===== config.mk =====
export PLATFORM = sky130hd
export DESIGN_NAME = windowed_trimmed_mean_profiler
export DESIGN_NICKNAME = d
export VERILOG_FILES = /design/src/rtl/wtmp_pkg.sv /design/src/rtl/wtmp_div.sv /design/src/rtl/wtmp_dp.sv /design/src/rtl/wtmp_ctrl.sv /design/src/rtl/windowed_trimmed_mean_profiler.sv
export VERILOG_INCLUDE_DIRS = /design/src /design/src/rtl
export SDC_FILE = /design/constraint.sdc
export NUM_CORES = 2
export LEC_CHECK = 0
export BUFFER_PORTS_ARGS = -buffer_cell sky130_fd_sc_hd__buf_2
export CAP_MARGIN = 20
export CELL_PAD_IN_SITES_DETAIL_PLACEMENT = 1
export CELL_PAD_IN_SITES_GLOBAL_PLACEMENT = 2
export CORE_MARGIN = 5
export CORE_UTILIZATION = 35
export DETAILED_ROUTE_END_ITERATION = 10
export HOLD_SLACK_MARGIN = 0.12
export PLACE_DENSITY = 0.72
export SLEW_MARGIN = 15
export SYNTH_ARGS = -nofsm -noshare
export SYNTH_HDL_FRONTEND = slang
export SYNTH_SLANG_ARGS = --single-unit

===== constraint.sdc =====
create_clock -name i_clk -period 7.1 [get_ports i_clk]
set_input_delay 0.71 -clock i_clk [delete_from_list [all_inputs] [get_ports i_clk]]
set_output_delay 0.71 -clock i_clk [all_outputs]
set_load 0.01 [all_outputs]

===== src/rtl/assert_macros.svh =====
// assertion macros shared by the profiler rtl
`ifndef ASSERT_MACROS_SVH
`define ASSERT_MACROS_SVH
`ifndef SYNTHESIS
// clocked property, checking suspended while reset is asserted
`define WTMP_ASSERT(lbl, clk, rst_n, prop) \
    lbl: assert property (@(posedge clk) disable iff (!rst_n) prop) \
        else $error("profiler assertion failed");
// clocked property, checked through reset as well
`define WTMP_ASSERT_ALWAYS(lbl, clk, prop) \
    lbl: assert property (@(posedge clk) prop) \
        else $error("profiler assertion failed");
`else
`define WTMP_ASSERT(lbl, clk, rst_n, prop)
`define WTMP_ASSERT_ALWAYS(lbl, clk, prop)
`endif
`endif


===== src/rtl/wtmp_pkg.sv =====
// shared widths, constants and controller/datapath interface types
package wtmp_pkg;

    // parameter defaults
    localparam int SLOTS_DEF      = 4;
    localparam int MAX_WINDOW_DEF = 4096;

    // field widths
    localparam int SLOT_W     = 2;
    localparam int HW_SLOTS   = 4;
    localparam int TIME_W     = 32;
    localparam int SUM_W      = 44;
    localparam int FRAME_W    = 32;
    localparam int REC_W      = 20;
    localparam int WARM_W     = 16;
    localparam int MEAS_W     = 20;
    localparam int WINCFG_W   = 13;
    localparam int WINCFG_MAX = 8191;
    localparam int STOP_W     = 21;
    localparam int CFG_IDX_W  = 2;
    localparam int CFG_DATA_W = 20;

    // configuration register indexes
    localparam logic [CFG_IDX_W-1:0] CFG_WARMUP  = 2'd0;
    localparam logic [CFG_IDX_W-1:0] CFG_MEASURE = 2'd1;
    localparam logic [CFG_IDX_W-1:0] CFG_WINDOW  = 2'd2;

    // configuration reset values
    localparam logic [WARM_W-1:0]   WARM_RST = 16'd0;
    localparam logic [MEAS_W-1:0]   MEAS_RST = 20'd1000;
    localparam logic [WINCFG_W-1:0] WIN_RST  = 13'd60;

    // divider operand select
    typedef enum logic {
        DIV_INDEX = 1'b0,
        DIV_TRIM  = 1'b1
    } t_div_sel;

    // commands from controller to datapath
    typedef struct packed {
        logic     accept;
        logic     div_start;
        t_div_sel div_sel;
        logic     idx_latch;
        logic     out_load;
        logic     out_shift;
        logic     win_finish;
    } t_cmd;

    // status from datapath to controller
    typedef struct packed {
        logic close;
        logic div_done;
        logic last_slot;
    } t_stat;

endpackage


===== src/rtl/wtmp_div.sv =====
// restoring divider, one quotient bit per cycle
`include "assert_macros.svh"
module wtmp_div #(
    parameter int DEN_W = 13
) (
    input  logic                       i_clk,
    input  logic                       i_rst_n,
    input  logic                       i_start,
    input  logic [wtmp_pkg::SUM_W-1:0] i_num,
    input  logic [DEN_W-1:0]           i_den,
    output logic [wtmp_pkg::SUM_W-1:0] o_quo,
    output logic                       o_done
);
    import wtmp_pkg::*;

    localparam int CNT_W = $clog2(SUM_W);

    logic             r_busy;
    logic             r_done;
    logic [CNT_W-1:0] r_cnt;
    logic [SUM_W-1:0] r_quo;
    logic [DEN_W-1:0] r_rem;
    logic [DEN_W-1:0] r_den;
    logic [DEN_W:0]   rem_sh;
    logic [DEN_W:0]   rem_diff;
    logic             ge;
    logic [DEN_W-1:0] n_rem;

    // one trial subtraction
    always_comb begin
        rem_sh   = {r_rem, r_quo[SUM_W-1]};
        rem_diff = rem_sh - {1'b0, r_den};
        ge       = (rem_sh >= {1'b0, r_den});
        n_rem    = ge ? rem_diff[DEN_W-1:0] : rem_sh[DEN_W-1:0];
    end

    // control
    always_ff @(posedge i_clk) begin
        if (!i_rst_n) begin
            r_busy <= 1'b0;
            r_done <= 1'b0;
            r_cnt  <= '0;
        end else begin
            r_done <= 1'b0;
            if (i_start) begin
                r_busy <= 1'b1;
                r_cnt  <= '0;
            end else if (r_busy) begin
                r_cnt <= r_cnt + 1'b1;
                if (r_cnt == CNT_W'(SUM_W - 1)) begin
                    r_busy <= 1'b0;
                    r_done <= 1'b1;
                end
            end
        end
    end

    // operands, quotient shifts in as dividend shifts out
    always_ff @(posedge i_clk) begin
        if (i_start) begin
            r_quo <= i_num;
            r_rem <= '0;
            r_den <= i_den;
        end else if (r_busy) begin
            r_quo <= {r_quo[SUM_W-2:0], ge};
            r_rem <= n_rem;
        end
    end

    assign o_quo  = r_quo;
    assign o_done = r_done;

    `WTMP_ASSERT(a_start_busy, i_clk, i_rst_n, i_start |=> r_busy)
    `WTMP_ASSERT(a_done_idle, i_clk, i_rst_n, r_done |-> (!r_busy && $past(r_busy)))

endmodule


===== src/rtl/wtmp_dp.sv =====
// datapath: config registers, per-slot accumulators, division and result registers
module wtmp_dp #(
    parameter int SLOTS      = wtmp_pkg::SLOTS_DEF,
    parameter int MAX_WINDOW = wtmp_pkg::MAX_WINDOW_DEF
) (
    input  logic                            i_clk,
    input  logic                            i_rst_n,
    input  wtmp_pkg::t_cmd                  i_cmd,
    output wtmp_pkg::t_stat                 o_stat,
    input  logic                            i_cfg_valid,
    output logic                            o_cfg_ready,
    input  logic [wtmp_pkg::CFG_IDX_W-1:0]  i_cfg_index,
    input  logic [wtmp_pkg::CFG_DATA_W-1:0] i_cfg_data,
    input  logic [wtmp_pkg::SLOT_W-1:0]     i_slot,
    input  logic [wtmp_pkg::TIME_W-1:0]     i_sample_time,
    input  logic                            i_frame_end,
    input  logic                            i_index_present,
    input  logic [wtmp_pkg::TIME_W-1:0]     i_index_value,
    output logic [wtmp_pkg::REC_W-1:0]      o_window_first,
    output logic [wtmp_pkg::SLOT_W-1:0]     o_slot_out,
    output logic [wtmp_pkg::TIME_W-1:0]     o_trimmed_avg,
    output logic                            o_avg_valid,
    output logic [wtmp_pkg::TIME_W-1:0]     o_index_avg,
    output logic                            o_index_valid,
    output logic                            o_last
);
    import wtmp_pkg::*;

    localparam int NSLOT   = (SLOTS < HW_SLOTS) ? SLOTS : HW_SLOTS;
    localparam int WIN_CAP = (MAX_WINDOW < WINCFG_MAX) ? MAX_WINDOW : WINCFG_MAX;
    localparam int FILL_W  = $clog2(WIN_CAP + 1);
    localparam int CMP_W   = WINCFG_W + 1;

    // configuration
    logic [WARM_W-1:0]   r_warm;
    logic [MEAS_W-1:0]   r_meas;
    logic [WINCFG_W-1:0] r_win;

    // run state
    logic [FRAME_W-1:0] r_fc;
    logic [REC_W-1:0]   r_rtot;
    logic [REC_W-1:0]   r_wstart;
    logic [FILL_W-1:0]  r_fill;
    logic [SUM_W-1:0]   r_isum;
    logic               r_iap;
    logic [SUM_W-1:0]   r_sum [NSLOT];
    logic [TIME_W-1:0]  r_min [NSLOT];
    logic [TIME_W-1:0]  r_max [NSLOT];
    logic [SLOT_W-1:0]  r_sidx;
    logic [TIME_W-1:0]  r_iavg;

    // result registers
    logic [REC_W-1:0]  r_out_first;
    logic [SLOT_W-1:0] r_out_slot;
    logic [TIME_W-1:0] r_out_trim;
    logic              r_out_av;
    logic [TIME_W-1:0] r_out_iavg;
    logic              r_out_iv;
    logic              r_out_last;

    logic [STOP_W-1:0]  stop;
    logic               recording;
    logic               at_stop;
    logic [CMP_W-1:0]   win_eff;
    logic [CMP_W-1:0]   fill_inc;
    logic               rec_end;
    logic [SUM_W:0]     isum_add;
    logic [SUM_W-1:0]   isum_sat;
    logic [TIME_W:0]    drop;
    logic [SUM_W-1:0]   trim_num;
    logic [FILL_W-1:0]  trim_den;
    logic               avg_ok;
    logic [SUM_W-1:0]   div_num;
    logic [FILL_W-1:0]  div_den;
    logic [SUM_W-1:0]   quo;
    logic [TIME_W-1:0]  quo_sat;
    logic               div_done;

    // recording window and close decision for the offered item
    always_comb begin
        stop      = STOP_W'(r_warm) + STOP_W'(r_meas);
        recording = (r_fc >= FRAME_W'(r_warm)) &&
                    ({1'b0, r_fc} < (FRAME_W + 1)'(stop));
        at_stop   = (({1'b0, r_fc} + 33'd1) == (FRAME_W + 1)'(stop));
        win_eff   = (r_win == '0) ? CMP_W'(1) : CMP_W'(r_win);
        if (win_eff > CMP_W'(WIN_CAP)) begin
            win_eff = CMP_W'(WIN_CAP);
        end
        fill_inc  = CMP_W'(r_fill) + CMP_W'(1);
        rec_end   = i_frame_end && recording;
        isum_add  = {1'b0, r_isum} + (SUM_W + 1)'(i_index_value);
        isum_sat  = isum_add[SUM_W] ? '1 : isum_add[SUM_W-1:0];
    end

    assign o_stat.close     = rec_end && ((fill_inc >= win_eff) || at_stop);
    assign o_stat.div_done  = div_done;
    assign o_stat.last_slot = (r_sidx == SLOT_W'(NSLOT - 1));

    // configuration writes, index beyond the list ignored
    assign o_cfg_ready = 1'b1;

    always_ff @(posedge i_clk) begin
        if (!i_rst_n) begin
            r_warm <= WARM_RST;
            r_meas <= MEAS_RST;
            r_win  <= WIN_RST;
        end else if (i_cfg_valid) begin
            case (i_cfg_index)
                CFG_WARMUP:  r_warm <= i_cfg_data[WARM_W-1:0];
                CFG_MEASURE: r_meas <= i_cfg_data[MEAS_W-1:0];
                CFG_WINDOW:  r_win  <= i_cfg_data[WINCFG_W-1:0];
                default: ;
            endcase
        end
    end

    // frame counters, window fill and index accumulation
    always_ff @(posedge i_clk) begin
        if (!i_rst_n) begin
            r_fc     <= '0;
            r_rtot   <= '0;
            r_wstart <= '0;
            r_fill   <= '0;
            r_isum   <= '0;
            r_iap    <= 1'b1;
            r_sidx   <= '0;
        end else begin
            if (i_cmd.accept && i_frame_end && (r_fc != '1)) begin
                r_fc <= r_fc + 1'b1;
            end
            if (i_cmd.accept && rec_end) begin
                r_fill <= fill_inc[FILL_W-1:0];
                r_rtot <= r_rtot + 1'b1;
                if (i_index_present) begin
                    r_isum <= isum_sat;
                end else begin
                    r_iap <= 1'b0;
                end
            end
            if (i_cmd.out_shift) begin
                r_sidx <= r_sidx + 1'b1;
            end
            if (i_cmd.win_finish) begin
                r_wstart <= r_rtot;
                r_fill   <= '0;
                r_isum   <= '0;
                r_sidx   <= '0;
            end
        end
    end

    // per-slot lanes; during results they shift toward lane 0 and refill with reset values
    for (genvar g = 0; g < NSLOT; g++) begin : g_lane
        logic [SUM_W:0]   add;
        logic [SUM_W-1:0] sum_sat;
        logic             hit;

        always_comb begin
            add     = {1'b0, r_sum[g]} + (SUM_W + 1)'(i_sample_time);
            sum_sat = add[SUM_W] ? '1 : add[SUM_W-1:0];
            hit     = i_cmd.accept && recording && (i_slot == SLOT_W'(g));
        end

        always_ff @(posedge i_clk) begin
            if (!i_rst_n) begin
                r_sum[g] <= '0;
                r_min[g] <= '1;
                r_max[g] <= '0;
            end else if (i_cmd.out_shift) begin
                if (g == NSLOT - 1) begin
                    r_sum[g] <= '0;
                    r_min[g] <= '1;
                    r_max[g] <= '0;
                end else begin
                    r_sum[g] <= r_sum[(g + 1) % NSLOT];
                    r_min[g] <= r_min[(g + 1) % NSLOT];
                    r_max[g] <= r_max[(g + 1) % NSLOT];
                end
            end else if (hit) begin
                r_sum[g] <= sum_sat;
                if (i_sample_time < r_min[g]) begin
                    r_min[g] <= i_sample_time;
                end
                if (i_sample_time > r_max[g]) begin
                    r_max[g] <= i_sample_time;
                end
            end
        end
    end

    // divider operands: trimmed sum of lane 0 or the index sum
    always_comb begin
        drop     = {1'b0, r_min[0]} + {1'b0, r_max[0]};
        trim_num = (r_sum[0] > SUM_W'(drop)) ? (r_sum[0] - SUM_W'(drop)) : '0;
        trim_den = r_fill - FILL_W'(2);
        avg_ok   = (r_fill > FILL_W'(2));
        div_num  = (i_cmd.div_sel == DIV_TRIM) ? trim_num : r_isum;
        div_den  = (i_cmd.div_sel == DIV_TRIM) ? trim_den : r_fill;
        quo_sat  = (quo[SUM_W-1:TIME_W] != '0) ? '1 : quo[TIME_W-1:0];
    end

    wtmp_div #(
        .DEN_W (FILL_W)
    ) u_div (
        .i_clk   (i_clk),
        .i_rst_n (i_rst_n),
        .i_start (i_cmd.div_start),
        .i_num   (div_num),
        .i_den   (div_den),
        .o_quo   (quo),
        .o_done  (div_done)
    );

    // index mean, shared by every slot of the window
    always_ff @(posedge i_clk) begin
        if (i_cmd.idx_latch) begin
            r_iavg <= r_iap ? quo_sat : '0;
        end
    end

    // result item registers
    always_ff @(posedge i_clk) begin
        if (i_cmd.out_load) begin
            r_out_first <= r_wstart;
            r_out_slot  <= r_sidx;
            r_out_trim  <= avg_ok ? quo_sat : '0;
            r_out_av    <= avg_ok;
            r_out_iavg  <= r_iavg;
            r_out_iv    <= r_iap;
            r_out_last  <= (r_sidx == SLOT_W'(NSLOT - 1));
        end
    end

    assign o_window_first = r_out_first;
    assign o_slot_out     = r_out_slot;
    assign o_trimmed_avg  = r_out_trim;
    assign o_avg_valid    = r_out_av;
    assign o_index_avg    = r_out_iavg;
    assign o_index_valid  = r_out_iv;
    assign o_last         = r_out_last;

endmodule


===== src/rtl/wtmp_ctrl.sv =====
// controller: input acceptance and window-close result sequencing
`include "assert_macros.svh"
module wtmp_ctrl (
    input  logic            i_clk,
    input  logic            i_rst_n,
    input  logic            i_in_valid,
    output logic            o_in_ready,
    output logic            o_out_valid,
    input  logic            i_out_ready,
    input  wtmp_pkg::t_stat i_stat,
    output wtmp_pkg::t_cmd  o_cmd
);
    import wtmp_pkg::*;

    typedef enum logic [5:0] {
        S_IDLE   = 6'b000001,
        S_ISTART = 6'b000010,
        S_IWAIT  = 6'b000100,
        S_TSTART = 6'b001000,
        S_TWAIT  = 6'b010000,
        S_OUT    = 6'b100000
    } t_state;

    t_state r_state;
    t_state n_state;
    logic   out_take;

    assign o_in_ready  = (r_state == S_IDLE);
    assign o_out_valid = (r_state == S_OUT);
    assign out_take    = o_out_valid && i_out_ready;

    // commands and next state
    always_comb begin
        o_cmd            = '0;
        o_cmd.div_sel    = DIV_INDEX;
        o_cmd.accept     = i_in_valid && o_in_ready;
        n_state          = r_state;
        case (r_state)
            S_IDLE: begin
                if (o_cmd.accept && i_stat.close) begin
                    n_state = S_ISTART;
                end
            end
            S_ISTART: begin
                o_cmd.div_start = 1'b1;
                o_cmd.div_sel   = DIV_INDEX;
                n_state         = S_IWAIT;
            end
            S_IWAIT: begin
                if (i_stat.div_done) begin
                    o_cmd.idx_latch = 1'b1;
                    n_state         = S_TSTART;
                end
            end
            S_TSTART: begin
                o_cmd.div_start = 1'b1;
                o_cmd.div_sel   = DIV_TRIM;
                n_state         = S_TWAIT;
            end
            S_TWAIT: begin
                o_cmd.div_sel = DIV_TRIM;
                if (i_stat.div_done) begin
                    o_cmd.out_load = 1'b1;
                    n_state        = S_OUT;
                end
            end
            S_OUT: begin
                if (out_take) begin
                    o_cmd.out_shift = 1'b1;
                    if (i_stat.last_slot) begin
                        o_cmd.win_finish = 1'b1;
                        n_state          = S_IDLE;
                    end else begin
                        n_state = S_TSTART;
                    end
                end
            end
            default: begin
                n_state = S_IDLE;
            end
        endcase
    end

    // state register
    always_ff @(posedge i_clk) begin
        if (!i_rst_n) begin
            r_state <= S_IDLE;
        end else begin
            r_state <= n_state;
        end
    end

    `WTMP_ASSERT(a_no_overlap, i_clk, i_rst_n, !(o_in_ready && o_out_valid))
    `WTMP_ASSERT(a_done_waiting, i_clk, i_rst_n, i_stat.div_done |-> (r_state == S_IWAIT || r_state == S_TWAIT))
    `WTMP_ASSERT(a_close_divides, i_clk, i_rst_n, (o_cmd.accept && i_stat.close) |=> (r_state == S_ISTART))
    `WTMP_ASSERT(a_last_idle, i_clk, i_rst_n, (out_take && i_stat.last_slot) |=> o_in_ready)

endmodule


===== src/rtl/windowed_trimmed_mean_profiler.sv =====
// top level of the windowed trimmed-mean frame profiler
// Input channel (i_valid/o_ready) takes one timing sample per item; i_frame_end marks
// the last sample of a frame and qualifies i_index_present and i_index_value.
// Frames numbered from the warmup count up to, but not including, warmup plus measure count are recorded.
// Configuration channel (i_cfg_valid/o_cfg_ready) is always ready; index 0 warmup,
// 1 measure, 2 window size. Write it only while no window is being reported.
// Samples that do not close a window are accepted one per cycle.
// The frame_end item that closes a window starts the report: the index mean takes one
// division, then each slot's trimmed mean takes another; each further slot's division
// starts only after the previous result item is taken. The single shared radix-2
// divider runs these divisions one at a time.
// Input is held off (o_ready low) until the window's last result item,
// flagged by o_last, has been taken.
// Results sit in an output register; if the receiver holds i_ready low the item stays
// on the outputs and the report simply waits.
// Synchronous active-low reset restores the default configuration, clears counters and
// accumulators, and leaves the block ready for input with no result pending.
module windowed_trimmed_mean_profiler #(
    parameter int SLOTS      = wtmp_pkg::SLOTS_DEF,
    parameter int MAX_WINDOW = wtmp_pkg::MAX_WINDOW_DEF
) (
    input  logic                            i_clk,
    input  logic                            i_rst_n,
    input  logic                            i_cfg_valid,
    output logic                            o_cfg_ready,
    input  logic [wtmp_pkg::CFG_IDX_W-1:0]  i_cfg_index,
    input  logic [wtmp_pkg::CFG_DATA_W-1:0] i_cfg_data,
    input  logic                            i_valid,
    output logic                            o_ready,
    input  logic [wtmp_pkg::SLOT_W-1:0]     i_slot,
    input  logic [wtmp_pkg::TIME_W-1:0]     i_sample_time,
    input  logic                            i_frame_end,
    input  logic                            i_index_present,
    input  logic [wtmp_pkg::TIME_W-1:0]     i_index_value,
    output logic                            o_valid,
    input  logic                            i_ready,
    output logic [wtmp_pkg::REC_W-1:0]      o_window_first,
    output logic [wtmp_pkg::SLOT_W-1:0]     o_slot_out,
    output logic [wtmp_pkg::TIME_W-1:0]     o_trimmed_avg,
    output logic                            o_avg_valid,
    output logic [wtmp_pkg::TIME_W-1:0]     o_index_avg,
    output logic                            o_index_valid,
    output logic                            o_last
);
    import wtmp_pkg::*;

    t_cmd  cmd;
    t_stat stat;

    // sequencing
    wtmp_ctrl u_ctrl (
        .i_clk       (i_clk),
        .i_rst_n     (i_rst_n),
        .i_in_valid  (i_valid),
        .o_in_ready  (o_ready),
        .o_out_valid (o_valid),
        .i_out_ready (i_ready),
        .i_stat      (stat),
        .o_cmd       (cmd)
    );

    // accumulation and arithmetic
    wtmp_dp #(
        .SLOTS      (SLOTS),
        .MAX_WINDOW (MAX_WINDOW)
    ) u_dp (
        .i_clk           (i_clk),
        .i_rst_n         (i_rst_n),
        .i_cmd           (cmd),
        .o_stat          (stat),
        .i_cfg_valid     (i_cfg_valid),
        .o_cfg_ready     (o_cfg_ready),
        .i_cfg_index     (i_cfg_index),
        .i_cfg_data      (i_cfg_data),
        .i_slot          (i_slot),
        .i_sample_time   (i_sample_time),
        .i_frame_end     (i_frame_end),
        .i_index_present (i_index_present),
        .i_index_value   (i_index_value),
        .o_window_first  (o_window_first),
        .o_slot_out      (o_slot_out),
        .o_trimmed_avg   (o_trimmed_avg),
        .o_avg_valid     (o_avg_valid),
        .o_index_avg     (o_index_avg),
        .o_index_valid   (o_index_valid),
        .o_last          (o_last)
    );

endmodule

==> impl_metrics.csv <==
group,metric,value,unit
clock_tree,cts_tree,"done",
drt,ant_nets,0,
setup_path,r2r.worst_path.cells,23,
timing,slew_headroom,0.2983,
timing,post-route-period-util,0.8769,
global_routing,gr-usage-all-layers,0.2165,
setup_path,worstPathArrival,6.77,ns
clock_tree,holdBufCountCts,0,
timing,worstMarginPinSlew,1.053,ns
floorplan,dieArea,0.1642,mm²
floorplan,coreArea,0.1557,mm²
global_routing,grt_start_max_net_pins,136,
drt,vias,44100,
run,max_cap_viol_count,0,
clock_tree,root_buffer,"clkbuf_16",
finish,drive_gt1_frac,0.08343,
drt,drc,0,
timing,period_needed,6.226,ns
min_path,hold_path.class,"in2reg",
placed_design,dpl_cell_area,0.05819,mm²
global_routing,grt_pass1_wl,276600,µm
global_routing,met1_usage,0.3257,
min_path,hold_path_depth,3,
clock_tree,cts_resized,0,
placed_design,gp_congestion,0.8401,
timing,timing.final.ws_setup,0.8737,ns
setup_path,cp-startpoint,"u_dp.r_min[0][1]",
finish,mostFrequentLayoutCells,"edfxtp_1, ha_1, nand2_1, nor2_1, o21ai_0",
finish,final_common_cell,"edfxtp_1",
setup_path,r2r-start,"u_dp.r_min[0][1]",
floorplan,pin_count,187,
timing,rsz0062_at_grt,"false",
clock_tree,clkTransAtPathRegs,0.06,ns
clock_tree,cts.sinks,818,
clock_tree,cts_setup_buffers,0,
power_and_ir_drop,power_frac_clock,0.412,
drt,wl,182400,µm
finish,area_delta_synth_final,12.57,%
power_and_ir_drop,internal-power,0.009053,W
synthesis,syn_inst,5777,
run_status,status,"complete, no violations",
power_and_ir_drop,ir_drop,0.1793,mV
synthesis,synth-edff-count,610,
power_and_ir_drop,p_sw,0.003632,W
placed_design,dpl.hpwl,135400,µm
clock_tree,clock_latency,0.75,ns
synthesis,yosys_warnings,0,
floorplan,start_util,0.3511,
clock_tree,htree_levels,3,
power_and_ir_drop,power_frac_comb,0.162,
setup_path,rr_endpoint,"u_dp.u_div.o_quo[33]",
power_and_ir_drop,power_density,206.2,mW/mm²
synthesis,ys.flop_type,"edfxtp_1",
setup_path,required,7.65,ns
timing,finalSetupViolations,0,
synthesis,yosysSeqAreaShare,0.4113,
drt,first_pass_iters,5,
clock_tree,cts_buffer_depth,3,
setup_path,critPathKind,"reg2reg",
global_routing,gr-usage-met2,0.3291,
setup_path,crit_path_end,"u_dp.u_div.o_quo[33]",
timing,fmax,0.1606,GHz
power_and_ir_drop,seq_power_share,0.425,
placed_design,dp_slack,0.8267,ns
global_routing,antenna_found_initial,3,
timing,drv_slew,0,
finish,multiInputGateArea,0.03000,mm²
synthesis,synthDistinctLibCells,98,
drt,wl_per_cell,22.59,µm
global_routing,grt-ovfl-total,0,
floorplan,die_w,405.2,µm
global_routing,grt_pass1_vias,44600,
finish,fin_area,0.06153,mm²
synthesis,syn_area,0.05465,mm²
placed_design,port_buffers,185,
power_and_ir_drop,swShare,0.2863,
finish,regArea,0.02248,mm²
floorplan,rows,145,
global_routing,grt_util_met3,0.02716,
synthesis,synth_nets,6445,
power_and_ir_drop,p_leak,25.77,nW
setup_path,start_kind,"flip-flop",
timing,finClkSkew,0.06375,ns
setup_path,rrSetupSlack,0.87,ns
synthesis,async_reset_ff_frac,0,
floorplan,die_height,405.2,µm
global_routing,grt_most_used_layer,"met2",
finish,fillCellCount,17790,
synthesis,avgSynthCellArea,9.461,µm²
timing,hold_viol,0,
timing,hold_ws,0.2506,ns
clock_tree,cts_buffers,99,
drt,drtIter0Drc,2873,
setup_path,crit_path_end_kind,"flip-flop",
drt,viasPerCell,5.460,
finish,layout.nets,6600,
synthesis,synth-seq-cells,818,
setup_path,path_max_fanout,24,
timing,fin_setup_tns,0,ns
-- synth_stat cells (10+ instances only) --
library cell	count	area share
clkbuf_1	210	0.014
nor2_1	419	0.029
a211oi_1	38	0.0052
dfxtp_1	208	0.076
a2111oi_0	11	0.0018
and2_1	91	0.010
and4_1	13	0.0021
a311oi_1	11	0.0018
o21ai_0	389	0.036
nand2_1	566	0.039
nor2b_1	98	0.011
nand4_1	104	0.012
a22o_1	65	0.010
buf_2	13	0.0012
mux2i_1	23	0.0042
or3_1	36	0.0041
edfxtp_1	610	0.34
o211ai_1	27	0.0037
a2bb2oi_1	94	0.015
and3_1	64	0.0073
xor2_1	141	0.023
o31ai_1	10	0.0014
nand3b_1	13	0.0018
nor4_1	32	0.0037
o21ai_1	11	0.0010
a21o_1	217	0.030
a221oi_1	38	0.0061
nand3_1	117	0.011
o2111ai_1	14	0.0022
or2_2	16	0.0018
nor3_1	78	0.0071
a211o_1	12	0.0019
nand2b_1	96	0.011
xnor2_1	228	0.037
a21oi_1	370	0.034
o21bai_1	36	0.0049
a31oi_1	40	0.0046
a22oi_1	13	0.0018
inv_1	377	0.026
a21boi_0	80	0.011
ha_1	564	0.13
o21a_1	35	0.0048
-- sequential cells by signal (all words and copies together), names as in the netlist, 2 cells and up --
signal,flops
u_dp.u_div.r_cnt,6
u_dp.r_fc,32
u_dp.r_sum,176
u_dp.u_div.o_quo,44
u_dp.r_min,128
u_dp.r_iavg,32
u_dp.u_div.r_rem,13
u_dp.o_trimmed_avg,32
u_dp.r_rtot,20
u_dp.r_sidx,2
u_dp.r_fill,13
u_dp.o_slot_out,2
u_dp.r_max,128
u_dp.r_isum,44
u_dp.r_warm,16
u_ctrl.r_state,6
u_dp.o_index_avg,32
u_dp.o_window_first,20
u_dp.r_meas,20
u_dp.r_win,13
u_dp.u_div.r_den,13
u_dp.r_wstart,20
-- logic make-up after synthesis --
group / share of synthesized area
xor gates and xnor gates: 0.05913
adders and majority gates: 0.1324
other: 0.00006861
muxes: 0.004418
and+or+nand+nor: 0.1589
DFF: 0.4113
AOI/OAI and AO/OA: 0.1915
buffers and inverters: 0.04222
-- how the worst min path moves through the flow --
stage / start / end / slack, ns
2_1_floorplan: u_dp.r_iavg[0] / u_dp.o_index_avg[0] / 0.40
3_3_place_gp: u_dp.r_iavg[23] / u_dp.o_index_avg[23] / 0.40
3_5_place_dp: u_dp.r_iavg[26] / u_dp.o_index_avg[26] / 0.41
4_1_cts: i_cfg_data[3] / u_dp.r_win[3] / 0.19
5_1_grt: i_cfg_data[2] / u_dp.r_win[2] / 0.23
6_report: i_index_present / u_dp.r_iap / 0.25
-- power groups by stage --
stage | Combinational (W) | Sequential (W) | Clock [W]
2_1_floorplan | 0.00141 | 0.00542 | 0
3_3_place_gp | 0.00200 | 0.00549 | 0
3_5_place_dp | 0.00204 | 0.00550 | 0
4_1_cts | 0.00206 | 0.00540 | 0.00537
5_1_grt | 0.00229 | 0.00540 | 0.00556
6_report | 0.00206 | 0.00539 | 0.00523
-- worst max-delay path: stages (launching register included) --
cell	delay, ns
edfxtp_1	0.40
ha_1	0.31
a21oi_1	0.31
o211ai_1	0.16
a31oi_1	0.39
o311a_1	0.27
o21ai_0	0.11
a21oi_1	0.24
nor2b_1	0.09
o31a_1	0.25
o21ai_0	0.14
nand2b_1	0.09
xnor2_1	0.13
ha_1	0.37
nand4_1	0.14
or2_2	0.31
nor3_1	0.32
a221oi_1	0.17
o2111ai_1	0.36
a211oi_1	0.20
nor2_2	0.37
buf_4	0.37
nand2_1	0.26
o21ai_0	0.28
-- layout make-up --
| class | instances | area share |
|---|---|---|
| Antenna cell | 1 | 0.00004067 |
| Clock buffer | 122 | 0.04234 |
| Clock inverter | 64 | 0.01141 |
| Inverter | 377 | 0.02300 |
| Multi-Input combinational cell | 4352 | 0.4876 |
| Sequential cell | 818 | 0.3654 |
| Tap cell | 2058 | 0.04185 |
| Timing Repair Buffer | 284 | 0.02837 |
-- through the flow --
stage	total power, W	instances	utilization
finish	0.01269	8076	0.3953
detailed placement	0.007536	7887	0.3738
floorplan	0.006831	5777	-
global placement	0.007497	7887	0.3738
CTS	0.01282	8073	0.3951
global route	0.01326	8075	0.3952
-- metal layers --
metal,vias to the layer above,routed length (µm)
met5,-,15
met4,2,4472
met3,194,7977
met2,827,77550
met1,21730,92400
li1,21350,-
(Power assumes the default switching activity.)
